### src/rtl/core/hsv_to_rgb_converter_core_defines.svh
// ----------------------------------------------------------------------------
// HSV to RGB converter assertion macros
// Concurrent assertion wrappers; they expand to nothing under synthesis.
// ----------------------------------------------------------------------------
`ifndef HSV_TO_RGB_CONVERTER_CORE_DEFINES_SVH
`define HSV_TO_RGB_CONVERTER_CORE_DEFINES_SVH
`ifndef SYNTHESIS
`define HSV_ASSERT(label, clk, rst, prop, msg) \
  label: assert property (@(posedge clk) disable iff (rst) (prop)) else $error(msg);
`define HSV_ASSERT_VLD(label, clk, rst, vld, cond, msg) \
  label: assert property (@(posedge clk) disable iff (rst) (vld) |-> (cond)) else $error(msg);
`else
`define HSV_ASSERT(label, clk, rst, prop, msg)
`define HSV_ASSERT_VLD(label, clk, rst, vld, cond, msg)
`endif
`endif

### src/rtl/core/hsv2rgb_pkg.sv
// ----------------------------------------------------------------------------
// HSV to RGB converter package
// Shared widths, fixed-point constants and pipeline payload types.
// ----------------------------------------------------------------------------
package hsv2rgb_pkg;

  localparam int CHAN_FRAC = 12;
  localparam int HUE_FRAC  = 7;
  localparam int HUE_W     = 16;
  localparam int CH_W      = CHAN_FRAC + 1;
  localparam int CH_ONE    = 1 << CHAN_FRAC;
  localparam int SECTOR_W  = 60 << HUE_FRAC;
  localparam int SECTORS   = 6;
  localparam int SECT_W    = 3;
  localparam int REM_W     = $clog2(SECTOR_W);
  // Raw quotient hue / SECTOR_W before the mod-6 wrap.
  localparam int Q_W       = $clog2(((1 << HUE_W) - 1) / SECTOR_W + 1);

  // Hue quotient by reciprocal multiply; the estimate is low by at most one.
  localparam int HUE_SHIFT   = 26;
  localparam int HUE_RECIP   = (1 << HUE_SHIFT) / SECTOR_W;
  localparam int HUE_RECIP_W = $clog2(HUE_RECIP + 1);

  // Fraction f = rem * CH_ONE / SECTOR_W by reciprocal multiply.
  localparam int F_SHIFT   = 24;
  localparam longint unsigned F_RECIP =
    (64'd1 << (F_SHIFT + CHAN_FRAC)) / 64'(SECTOR_W);
  localparam int F_RECIP_W = $clog2(F_RECIP + 1);

  localparam int S_TDATA_W = ((HUE_W + 2 * CH_W + 7) / 8) * 8;
  localparam int M_TDATA_W = ((3 * CH_W + 7) / 8) * 8;

  typedef logic [CH_W-1:0]   chan_t;
  typedef logic [SECT_W-1:0] sect_t;

  typedef struct packed {
    sect_t            sector;
    logic [REM_W-1:0] rem;
    chan_t            sat;
    chan_t            val;
  } sect_word_t;

  typedef struct packed {
    sect_t                sector;
    logic [CHAN_FRAC-1:0] frac;
    chan_t                sat;
    chan_t                val;
  } frac_word_t;

  typedef struct packed {
    sect_t sector;
    chan_t v;
    chan_t p;
    chan_t q;
    chan_t t;
  } shade_word_t;

endpackage

### src/rtl/core/hsv_to_rgb_converter_core.sv
// ----------------------------------------------------------------------------
// HSV to RGB converter core
// Streaming pixel converter from Q12 HSV to Q12 RGB.
// ----------------------------------------------------------------------------
// Usage:
//   A pixel word enters on the s_ group: hue in units of 1/128 degree,
//   saturation and brightness in Q12 (4096 is 1.0, larger values clamp).
//   Hue wraps every 360 degrees. The RGB word leaves on the m_ group.
//   The pipeline has 8 register stages. Three stages find the sector and
//   remainder, two form the Q12 fraction, two form the shaded levels, and
//   the last routes them into the output register. Throughput is one word
//   per cycle while the receiver does not stall, set by the fully pipelined
//   multipliers; up to eight words are in flight.
//   The whole pipeline advances together. When the receiver holds m_tready
//   low with a word waiting, every stage holds and s_tready drops in the
//   same cycle; nothing is dropped or repeated, and empty stages ahead of
//   the waiting word stay empty until it is taken.
//   Reset clears all valid bits; the block can take a word as soon as
//   reset is released and needs no setup.
// ----------------------------------------------------------------------------
`include "hsv_to_rgb_converter_core_defines.svh"

module hsv_to_rgb_converter_core (
  input  logic                              clk,
  input  logic                              rst,
  input  logic                              s_tvalid,
  output logic                              s_tready,
  // hue[15:0], saturation[28:16], brightness[41:29], zero pad
  input  logic [hsv2rgb_pkg::S_TDATA_W-1:0] s_tdata,
  output logic                              m_tvalid,
  input  logic                              m_tready,
  // red[12:0], green[25:13], blue[38:26], zero pad
  output logic [hsv2rgb_pkg::M_TDATA_W-1:0] m_tdata
);

  localparam int SAT_LO = hsv2rgb_pkg::HUE_W;
  localparam int VAL_LO = hsv2rgb_pkg::HUE_W + hsv2rgb_pkg::CH_W;
  localparam int PAD_W  = hsv2rgb_pkg::M_TDATA_W - 3 * hsv2rgb_pkg::CH_W;

  logic                     en;
  logic                     sect_vld;
  hsv2rgb_pkg::sect_word_t  sect_word;
  logic                     frac_vld;
  hsv2rgb_pkg::frac_word_t  frac_word;
  logic                     shd_vld;
  hsv2rgb_pkg::shade_word_t shd;

  hsv2rgb_pkg::chan_t red;
  hsv2rgb_pkg::chan_t green;
  hsv2rgb_pkg::chan_t blue;
  hsv2rgb_pkg::chan_t red_next;
  hsv2rgb_pkg::chan_t green_next;
  hsv2rgb_pkg::chan_t blue_next;

  // The pipeline moves whenever the output register is empty or being drained.
  assign en       = !m_tvalid || m_tready;
  assign s_tready = en;

  hsv2rgb_sector u_sector (
    .clk        (clk),
    .rst        (rst),
    .en         (en),
    .in_vld     (s_tvalid),
    .hue        (s_tdata[hsv2rgb_pkg::HUE_W-1:0]),
    .saturation (s_tdata[SAT_LO +: hsv2rgb_pkg::CH_W]),
    .brightness (s_tdata[VAL_LO +: hsv2rgb_pkg::CH_W]),
    .out_vld    (sect_vld),
    .out_word   (sect_word)
  );

  hsv2rgb_frac u_frac (
    .clk      (clk),
    .rst      (rst),
    .en       (en),
    .in_vld   (sect_vld),
    .in_word  (sect_word),
    .out_vld  (frac_vld),
    .out_word (frac_word)
  );

  hsv2rgb_shade u_shade (
    .clk      (clk),
    .rst      (rst),
    .en       (en),
    .in_vld   (frac_vld),
    .in_word  (frac_word),
    .out_vld  (shd_vld),
    .out_word (shd)
  );

  always_comb begin
    case (shd.sector)
      3'd0: begin
        red_next = shd.v; green_next = shd.t; blue_next = shd.p;
      end
      3'd1: begin
        red_next = shd.q; green_next = shd.v; blue_next = shd.p;
      end
      3'd2: begin
        red_next = shd.p; green_next = shd.v; blue_next = shd.t;
      end
      3'd3: begin
        red_next = shd.p; green_next = shd.q; blue_next = shd.v;
      end
      3'd4: begin
        red_next = shd.t; green_next = shd.p; blue_next = shd.v;
      end
      default: begin
        red_next = shd.v; green_next = shd.p; blue_next = shd.q;
      end
    endcase
  end

  always_ff @(posedge clk) begin
    if (rst) begin
      m_tvalid <= 1'b0;
    end else if (en) begin
      m_tvalid <= shd_vld;
    end
  end

  always_ff @(posedge clk) begin
    if (en) begin
      red   <= red_next;
      green <= green_next;
      blue  <= blue_next;
    end
  end

  assign m_tdata = {{PAD_W{1'b0}}, blue, green, red};

  `HSV_ASSERT_VLD(a_chan_range, clk, rst, m_tvalid, (red <= hsv2rgb_pkg::CH_W'(hsv2rgb_pkg::CH_ONE)) && (green <= hsv2rgb_pkg::CH_W'(hsv2rgb_pkg::CH_ONE)) && (blue <= hsv2rgb_pkg::CH_W'(hsv2rgb_pkg::CH_ONE)), "output channel above one")
  `HSV_ASSERT(a_route_val, clk, rst, (en && shd_vld) |=> ((red == $past(shd.v)) || (green == $past(shd.v)) || (blue == $past(shd.v))), "no output channel carries the value level")

endmodule

### src/rtl/core/hsv2rgb_sector.sv
// ----------------------------------------------------------------------------
// HSV to RGB sector stages
// Three stages: clamp and reciprocal multiply, remainder, quotient fix-up.
// ----------------------------------------------------------------------------
`include "hsv_to_rgb_converter_core_defines.svh"

module hsv2rgb_sector (
  input  logic                            clk,
  input  logic                            rst,
  input  logic                            en,
  input  logic                            in_vld,
  input  logic [hsv2rgb_pkg::HUE_W-1:0]   hue,
  input  hsv2rgb_pkg::chan_t              saturation,
  input  hsv2rgb_pkg::chan_t              brightness,
  output logic                            out_vld,
  output hsv2rgb_pkg::sect_word_t         out_word
);

  localparam int PROD_W = hsv2rgb_pkg::HUE_W + hsv2rgb_pkg::HUE_RECIP_W;
  localparam int DIFF_W = hsv2rgb_pkg::HUE_W + 1;
  localparam int REM0_W = hsv2rgb_pkg::REM_W + 1;

  // Stage 1
  logic                          s1_vld;
  logic [hsv2rgb_pkg::HUE_W-1:0] s1_hue;
  logic [hsv2rgb_pkg::Q_W-1:0]   s1_qest;
  hsv2rgb_pkg::chan_t            s1_sat;
  hsv2rgb_pkg::chan_t            s1_val;
  // Stage 2
  logic                          s2_vld;
  logic [hsv2rgb_pkg::Q_W-1:0]   s2_qest;
  logic [REM0_W-1:0]             s2_rem0;
  hsv2rgb_pkg::chan_t            s2_sat;
  hsv2rgb_pkg::chan_t            s2_val;

  logic [PROD_W-1:0]           hue_prod;
  hsv2rgb_pkg::chan_t          sat_clamp;
  hsv2rgb_pkg::chan_t          val_clamp;
  logic [DIFF_W-1:0]           diff;
  logic [hsv2rgb_pkg::Q_W-1:0] quot;
  logic [REM0_W-1:0]           rem_fix;
  hsv2rgb_pkg::sect_t          sector_next;

  always_comb begin
    hue_prod  = PROD_W'(hue) * PROD_W'(hsv2rgb_pkg::HUE_RECIP);
    sat_clamp = (saturation > hsv2rgb_pkg::CH_W'(hsv2rgb_pkg::CH_ONE)) ?
                hsv2rgb_pkg::CH_W'(hsv2rgb_pkg::CH_ONE) : saturation;
    val_clamp = (brightness > hsv2rgb_pkg::CH_W'(hsv2rgb_pkg::CH_ONE)) ?
                hsv2rgb_pkg::CH_W'(hsv2rgb_pkg::CH_ONE) : brightness;
  end

  always_comb begin
    diff = DIFF_W'(s1_hue) - DIFF_W'(s1_qest) * DIFF_W'(hsv2rgb_pkg::SECTOR_W);
  end

  // The reciprocal estimate may be one short; fix it, then wrap by six.
  always_comb begin
    if (s2_rem0 >= REM0_W'(hsv2rgb_pkg::SECTOR_W)) begin
      quot    = s2_qest + hsv2rgb_pkg::Q_W'(1);
      rem_fix = s2_rem0 - REM0_W'(hsv2rgb_pkg::SECTOR_W);
    end else begin
      quot    = s2_qest;
      rem_fix = s2_rem0;
    end
    if (quot >= hsv2rgb_pkg::Q_W'(hsv2rgb_pkg::SECTORS)) begin
      sector_next = hsv2rgb_pkg::SECT_W'(quot - hsv2rgb_pkg::Q_W'(hsv2rgb_pkg::SECTORS));
    end else begin
      sector_next = hsv2rgb_pkg::SECT_W'(quot);
    end
  end

  always_ff @(posedge clk) begin
    if (rst) begin
      s1_vld  <= 1'b0;
      s2_vld  <= 1'b0;
      out_vld <= 1'b0;
    end else if (en) begin
      s1_vld  <= in_vld;
      s2_vld  <= s1_vld;
      out_vld <= s2_vld;
    end
  end

  always_ff @(posedge clk) begin
    if (en) begin
      s1_hue          <= hue;
      s1_qest         <= hue_prod[hsv2rgb_pkg::HUE_SHIFT +: hsv2rgb_pkg::Q_W];
      s1_sat          <= sat_clamp;
      s1_val          <= val_clamp;
      s2_qest         <= s1_qest;
      s2_rem0         <= diff[REM0_W-1:0];
      s2_sat          <= s1_sat;
      s2_val          <= s1_val;
      out_word.sector <= sector_next;
      out_word.rem    <= rem_fix[hsv2rgb_pkg::REM_W-1:0];
      out_word.sat    <= s2_sat;
      out_word.val    <= s2_val;
    end
  end

  `HSV_ASSERT_VLD(a_sector_range, clk, rst, out_vld, out_word.sector < hsv2rgb_pkg::SECT_W'(hsv2rgb_pkg::SECTORS), "sector index out of range")
  `HSV_ASSERT_VLD(a_rem_range, clk, rst, out_vld, out_word.rem < hsv2rgb_pkg::REM_W'(hsv2rgb_pkg::SECTOR_W), "hue remainder not below sector width")

endmodule

### src/rtl/core/hsv2rgb_frac.sv
// ----------------------------------------------------------------------------
// HSV to RGB fraction stages
// Two stages: reciprocal multiply of the remainder, then a one-step fix-up.
// ----------------------------------------------------------------------------
`include "hsv_to_rgb_converter_core_defines.svh"

module hsv2rgb_frac (
  input  logic                    clk,
  input  logic                    rst,
  input  logic                    en,
  input  logic                    in_vld,
  input  hsv2rgb_pkg::sect_word_t in_word,
  output logic                    out_vld,
  output hsv2rgb_pkg::frac_word_t out_word
);

  localparam int PROD_W = hsv2rgb_pkg::REM_W + hsv2rgb_pkg::F_RECIP_W;
  localparam int NUM_W  = hsv2rgb_pkg::REM_W + hsv2rgb_pkg::CHAN_FRAC;

  logic                             s1_vld;
  hsv2rgb_pkg::sect_t               s1_sector;
  logic [hsv2rgb_pkg::REM_W-1:0]    s1_rem;
  logic [hsv2rgb_pkg::CHAN_FRAC-1:0] s1_fest;
  hsv2rgb_pkg::chan_t               s1_sat;
  hsv2rgb_pkg::chan_t               s1_val;

  logic [PROD_W-1:0]                 f_prod;
  logic [NUM_W-1:0]                  resid;
  logic [hsv2rgb_pkg::CHAN_FRAC-1:0] frac_next;

  always_comb begin
    f_prod = PROD_W'(in_word.rem) * PROD_W'(hsv2rgb_pkg::F_RECIP);
  end

  // Residual of rem * ONE against f_est * W shows whether f_est is one short.
  always_comb begin
    resid = {s1_rem, {hsv2rgb_pkg::CHAN_FRAC{1'b0}}}
          - NUM_W'(s1_fest) * NUM_W'(hsv2rgb_pkg::SECTOR_W);
    if (resid >= NUM_W'(hsv2rgb_pkg::SECTOR_W)) begin
      frac_next = s1_fest + hsv2rgb_pkg::CHAN_FRAC'(1);
    end else begin
      frac_next = s1_fest;
    end
  end

  always_ff @(posedge clk) begin
    if (rst) begin
      s1_vld  <= 1'b0;
      out_vld <= 1'b0;
    end else if (en) begin
      s1_vld  <= in_vld;
      out_vld <= s1_vld;
    end
  end

  always_ff @(posedge clk) begin
    if (en) begin
      s1_sector       <= in_word.sector;
      s1_rem          <= in_word.rem;
      s1_fest         <= f_prod[hsv2rgb_pkg::F_SHIFT +: hsv2rgb_pkg::CHAN_FRAC];
      s1_sat          <= in_word.sat;
      s1_val          <= in_word.val;
      out_word.sector <= s1_sector;
      out_word.frac   <= frac_next;
      out_word.sat    <= s1_sat;
      out_word.val    <= s1_val;
    end
  end

  `HSV_ASSERT_VLD(a_resid_range, clk, rst, s1_vld, resid < NUM_W'(2 * hsv2rgb_pkg::SECTOR_W), "fraction estimate off by more than one")

endmodule

### src/rtl/core/hsv2rgb_shade.sv
// ----------------------------------------------------------------------------
// HSV to RGB shade stages
// Two multiply stages forming p, q and t from v, s and the fraction.
// ----------------------------------------------------------------------------
module hsv2rgb_shade (
  input  logic                     clk,
  input  logic                     rst,
  input  logic                     en,
  input  logic                     in_vld,
  input  hsv2rgb_pkg::frac_word_t  in_word,
  output logic                     out_vld,
  output hsv2rgb_pkg::shade_word_t out_word
);

  localparam int MUL_W = 2 * hsv2rgb_pkg::CH_W;

  logic               s1_vld;
  hsv2rgb_pkg::sect_t s1_sector;
  hsv2rgb_pkg::chan_t s1_val;
  hsv2rgb_pkg::chan_t s1_p;
  hsv2rgb_pkg::chan_t s1_fs;
  hsv2rgb_pkg::chan_t s1_fcs;

  hsv2rgb_pkg::chan_t frac_c;
  logic [MUL_W-1:0]   fs_prod;
  logic [MUL_W-1:0]   fcs_prod;
  logic [MUL_W-1:0]   p_prod;
  logic [MUL_W-1:0]   q_prod;
  logic [MUL_W-1:0]   t_prod;

  always_comb begin
    frac_c   = hsv2rgb_pkg::CH_W'(hsv2rgb_pkg::CH_ONE)
             - hsv2rgb_pkg::CH_W'(in_word.frac);
    fs_prod  = MUL_W'(in_word.frac) * MUL_W'(in_word.sat);
    fcs_prod = MUL_W'(frac_c) * MUL_W'(in_word.sat);
    p_prod   = MUL_W'(in_word.val)
             * MUL_W'(hsv2rgb_pkg::CH_W'(hsv2rgb_pkg::CH_ONE) - in_word.sat);
  end

  always_comb begin
    q_prod = MUL_W'(s1_val)
           * MUL_W'(hsv2rgb_pkg::CH_W'(hsv2rgb_pkg::CH_ONE) - s1_fs);
    t_prod = MUL_W'(s1_val)
           * MUL_W'(hsv2rgb_pkg::CH_W'(hsv2rgb_pkg::CH_ONE) - s1_fcs);
  end

  always_ff @(posedge clk) begin
    if (rst) begin
      s1_vld  <= 1'b0;
      out_vld <= 1'b0;
    end else if (en) begin
      s1_vld  <= in_vld;
      out_vld <= s1_vld;
    end
  end

  always_ff @(posedge clk) begin
    if (en) begin
      s1_sector       <= in_word.sector;
      s1_val          <= in_word.val;
      s1_p            <= p_prod[hsv2rgb_pkg::CHAN_FRAC +: hsv2rgb_pkg::CH_W];
      s1_fs           <= fs_prod[hsv2rgb_pkg::CHAN_FRAC +: hsv2rgb_pkg::CH_W];
      s1_fcs          <= fcs_prod[hsv2rgb_pkg::CHAN_FRAC +: hsv2rgb_pkg::CH_W];
      out_word.sector <= s1_sector;
      out_word.v      <= s1_val;
      out_word.p      <= s1_p;
      out_word.q      <= q_prod[hsv2rgb_pkg::CHAN_FRAC +: hsv2rgb_pkg::CH_W];
      out_word.t      <= t_prod[hsv2rgb_pkg::CHAN_FRAC +: hsv2rgb_pkg::CH_W];
    end
  end

endmodule

### config.mk
export PLATFORM = sky130hd
export DESIGN_NAME = hsv_to_rgb_converter_core
export DESIGN_NICKNAME = d
export VERILOG_FILES = /design/src/rtl/core/hsv2rgb_pkg.sv /design/src/rtl/core/hsv_to_rgb_converter_core.sv /design/src/rtl/core/hsv2rgb_sector.sv /design/src/rtl/core/hsv2rgb_frac.sv /design/src/rtl/core/hsv2rgb_shade.sv
export VERILOG_INCLUDE_DIRS = /design/src /design/src/rtl/core
export SDC_FILE = /design/constraint.sdc
export NUM_CORES = 2
export LEC_CHECK = 0
export ABC_CLOCK_PERIOD_IN_PS = 19200
export BUFFER_PORTS_ARGS = -buffer_cell sky130_fd_sc_hd__buf_4
export CAP_MARGIN = 25
export CORE_MARGIN = 8
export CORE_UTILIZATION = 49
export CTS_CLUSTER_DIAMETER = 80
export CTS_CLUSTER_SIZE = 40
export DETAILED_ROUTE_END_ITERATION = 6
export PLACE_DENSITY_LB_ADDON = 0.15
export SETUP_SLACK_MARGIN = 0.15
export SYNTH_ARGS = -nofsm -noshare
export SYNTH_HDL_FRONTEND = slang
export SYNTH_SLANG_ARGS = --single-unit
### constraint.sdc
create_clock -name clk -period 19.2 [get_ports clk]
set_clock_uncertainty 0.15 [all_clocks]
set_input_delay 1.92 -clock clk [delete_from_list [all_inputs] [get_ports clk]]
set_output_delay 1.92 -clock clk [all_outputs]
set_load 0.05 [all_outputs]
==> results.cfg <==
[status]
outcome = finished, final reports clean

[routing]
post-route-drc-count = 0
ant_nets = 0
drt_pre_antenna_iters = 5
dr_total_vias = 30000
wl_per_cell_um = 16.1
drtIter0Drc = 1484
wl_um = 95700
vias_per_cell = 5.06

[die]
chipWidth_um = 326
coreArea_um2 = 96100
dieArea_um2 = 107000
io_pins = 94
chipHeight_um = 326
start_util_pct = 49.1
rows = 114

[place]
dp_cells = 5883
dp_hpwl_um = 74800
port_buffers = 86
gp_congestion = 0.823

[sta]
hold_viol = 0
timing.hold.ws_ps = 248
rsz0062_at_grt = no
tns_ps = 0
tightest_slew_ps = 1090
drv_slew = 0
finalCriticalPeriod_ps = 8410
timing.final.crit_share_pct = 43.8
finalSetupViolations = 0
maxSlewHeadroom_pct = 26.8
fmax_mhz = 119

[grt]
global_route.usage.total_pct = 18.5
grt_overflow = 0
antenna_found_initial = 0
grt_pass1_vias = 32000
grt_max_degree = 153
grt_first_pass_wirelength_um = 162000

[synth]
syn_area_per_cell_um2 = 10.2
synth_edf_count = 374
synth_top_cell_by_area = fa_1
postSynthCellCount = 4641
ys_types = 80
synth.top_cell.area_share_pct = 32.0
async_flop_share_pct = 0
synth_warnings = 0
netlist_area_um2 = 47200
ys_seq_area_share_pct = 24.1
ys_top_cells_by_area = fa_1 32%, edfxtp_1 24%, ha_1 11%, inv_1 8.2%, and2_1 5.0%
yosys_most_used_dff = edfxtp_1
synth-seq-cells = 382
syn_nets = 5870

[min_path]
hold_class = reg -> reg
hp-start = u_sector.out_word[8]

[cts]
cts_tree = built
postCtsSetupRepairBufs = 0
clock_sinks = 382
hold_buffers = 0
numCtsBuffers = 26
cts-root-buf = clkbuf_16
clkLatencyLatePin_ps = 660
clk_pin_slew_worst_paths_ps = 120
htreeDepth = 1
cts_resized = 0
cts_buffer_depth = 3

[finish]
layout.nets = 5867
fill_cells = 8848
seqCellArea_um2 = 11400
instances_no_fill = 5934
antenna_cells = 0
multiInputGateArea_um2 = 31200
drive_above_1_share_pct = 5.67
area_delta_synth_final_pct = 6.85

[setup_path]
crit_start = u_frac.out_word[16]
path_max_fanout = 26
r2r_start = u_frac.out_word[16]
cp.required_ps = 19440
cp-end-kind = flop
cp-start-kind = flop
crit_type = reg -> reg
cp_data_arrival_time_ps = 8650

[run]
drv_cap = 0
[path summary, 6_finish.rpt]
kind	end	slack, ps	depth (start not counted)
setup / recovery	u_shade.s1_p[12]	10790	26
hold / removal	u_frac.s1_val[8]	250	0
setup reg to reg	u_shade.s1_p[12]	10790	26
hold reg to reg	u_frac.s1_val[8]	250	0
[synth_stat cells, types with 8 or more instances]
| library cell | count |
|---|---|
| a211oi_1 | 23 |
| a21o_1 | 26 |
| a21oi_1 | 93 |
| a22oi_1 | 14 |
| a31oi_1 | 12 |
| and2_1 | 378 |
| and3_1 | 27 |
| buf_1 | 8 |
| clkbuf_1 | 186 |
| dfxtp_1 | 8 |
| edfxtp_1 | 374 |
| fa_1 | 754 |
| ha_1 | 423 |
| inv_1 | 1032 |
| mux2_2 | 28 |
| mux2i_1 | 41 |
| nand2_1 | 543 |
| nand2b_1 | 13 |
| nand3_1 | 27 |
| nand4_1 | 11 |
| nor2_1 | 106 |
| nor2b_1 | 49 |
| nor3_1 | 40 |
| nor3b_1 | 8 |
| nor4_1 | 9 |
| o21a_1 | 26 |
| o21ai_0 | 80 |
| or3_1 | 17 |
| xnor2_1 | 136 |
| xor2_1 | 49 |
[area by class of cell]
| type | instances | share of cell area [%] |
|---|---|---|
| Clock buffer | 26 | 1.29 |
| Clock inverter | 22 | 0.940 |
| Inverter | 1033 | 7.70 |
| Multi-Input combinational cell | 3029 | 61.8 |
| Sequential cell | 382 | 22.6 |
| Tap cell | 1276 | 3.17 |
| Timing Repair Buffer | 166 | 2.50 |
[per-layer routing]
layer	global-route usage [%]	vias to the layer above	wire length, um
met5	0	-	0
met4	3.41	0	1670
met1	25.2	15200	43500
met2	32.3	455	46900
li1	-	14300	-
met3	1.77	96	3600
[state kept, by name, indices dropped and copies added (netlist names), 12 cells and up]
| register | flops |
|---|---|
| u_shade.out_word | 55 |
| u_sector.out_word | 42 |
| u_frac.out_word | 41 |
| u_sector.s1_hue | 14 |
| u_sector.s2_rem0 | 14 |
| blue | 13 |
| green | 13 |
| red | 13 |
| u_frac.s1_rem | 13 |
| u_frac.s1_sat | 13 |
| u_frac.s1_val | 13 |
| u_sector.s1_sat | 13 |
| u_sector.s1_val | 13 |
| u_sector.s2_sat | 13 |
| u_sector.s2_val | 13 |
| u_shade.s1_fcs | 13 |
| u_shade.s1_fs | 13 |
| u_shade.s1_p | 13 |
| u_shade.s1_val | 13 |
| u_frac.s1_fest | 12 |
[cell usage in the layout, fill, tap and decap left out, types with 41 or more instances in the layout]
cell type / instances
nor2b_1: 49
buf_4: 165
xor2_1: 49
nor2_1: 106
edfxtp_1: 374
mux2i_1: 41
xnor2_1: 136
o21ai_0: 80
ha_1: 423
and2_1: 378
nand2_1: 543
fa_1: 754
a21oi_1: 93
inv_1: 1032
[cell families after synthesis]
logic type               after synthesis  share of synthesized area (%)
XOR/XNOR                             185                           3.43
flip-flops                           382                           24.1
AND/OR/NAND/NOR                     1250                           13.0
adder cells (fa/ha/maj)             1177                           43.2
other                                  1                        0.00795
multiplexers                          70                           1.57
AO/OA/AOI/OAI                        346                           4.80
buffers and inverters               1230                           9.81
[worst max-delay path, stage by stage (launching register included)]
cell	delay, ps
edfxtp_1	830
nor2_1	290
nand3_1	140
or3_1	530
nor4_1	290
xnor2_1	100
buf_4	210
and2_1	200
fa_1	530
inv_1	50
fa_1	470
inv_1	50
fa_1	500
fa_1	550
inv_1	50
fa_1	470
inv_1	40
ha_1	290
a21o_1	190
a21o_1	190
o21a_1	220
a2111oi_0	640
o31ai_1	270
o31ai_1	400
a31oi_1	230
a21oi_1	220
xnor2_1	80
[through the flow]
stage               instance area, um^2  utilization [%]  setup WS, ps
finish                            50400             52.5         10790
global route                      50400             52.5         10360
CTS                               50400             52.4         10770
detailed placement                49300             51.3         10820
global placement                  49200             51.2         10830
floorplan                         47200                -          6400
Power is left out: the tool's default activity adds up to more than one toggle a clock period on the data nets, which glitch-free logic cannot reach.
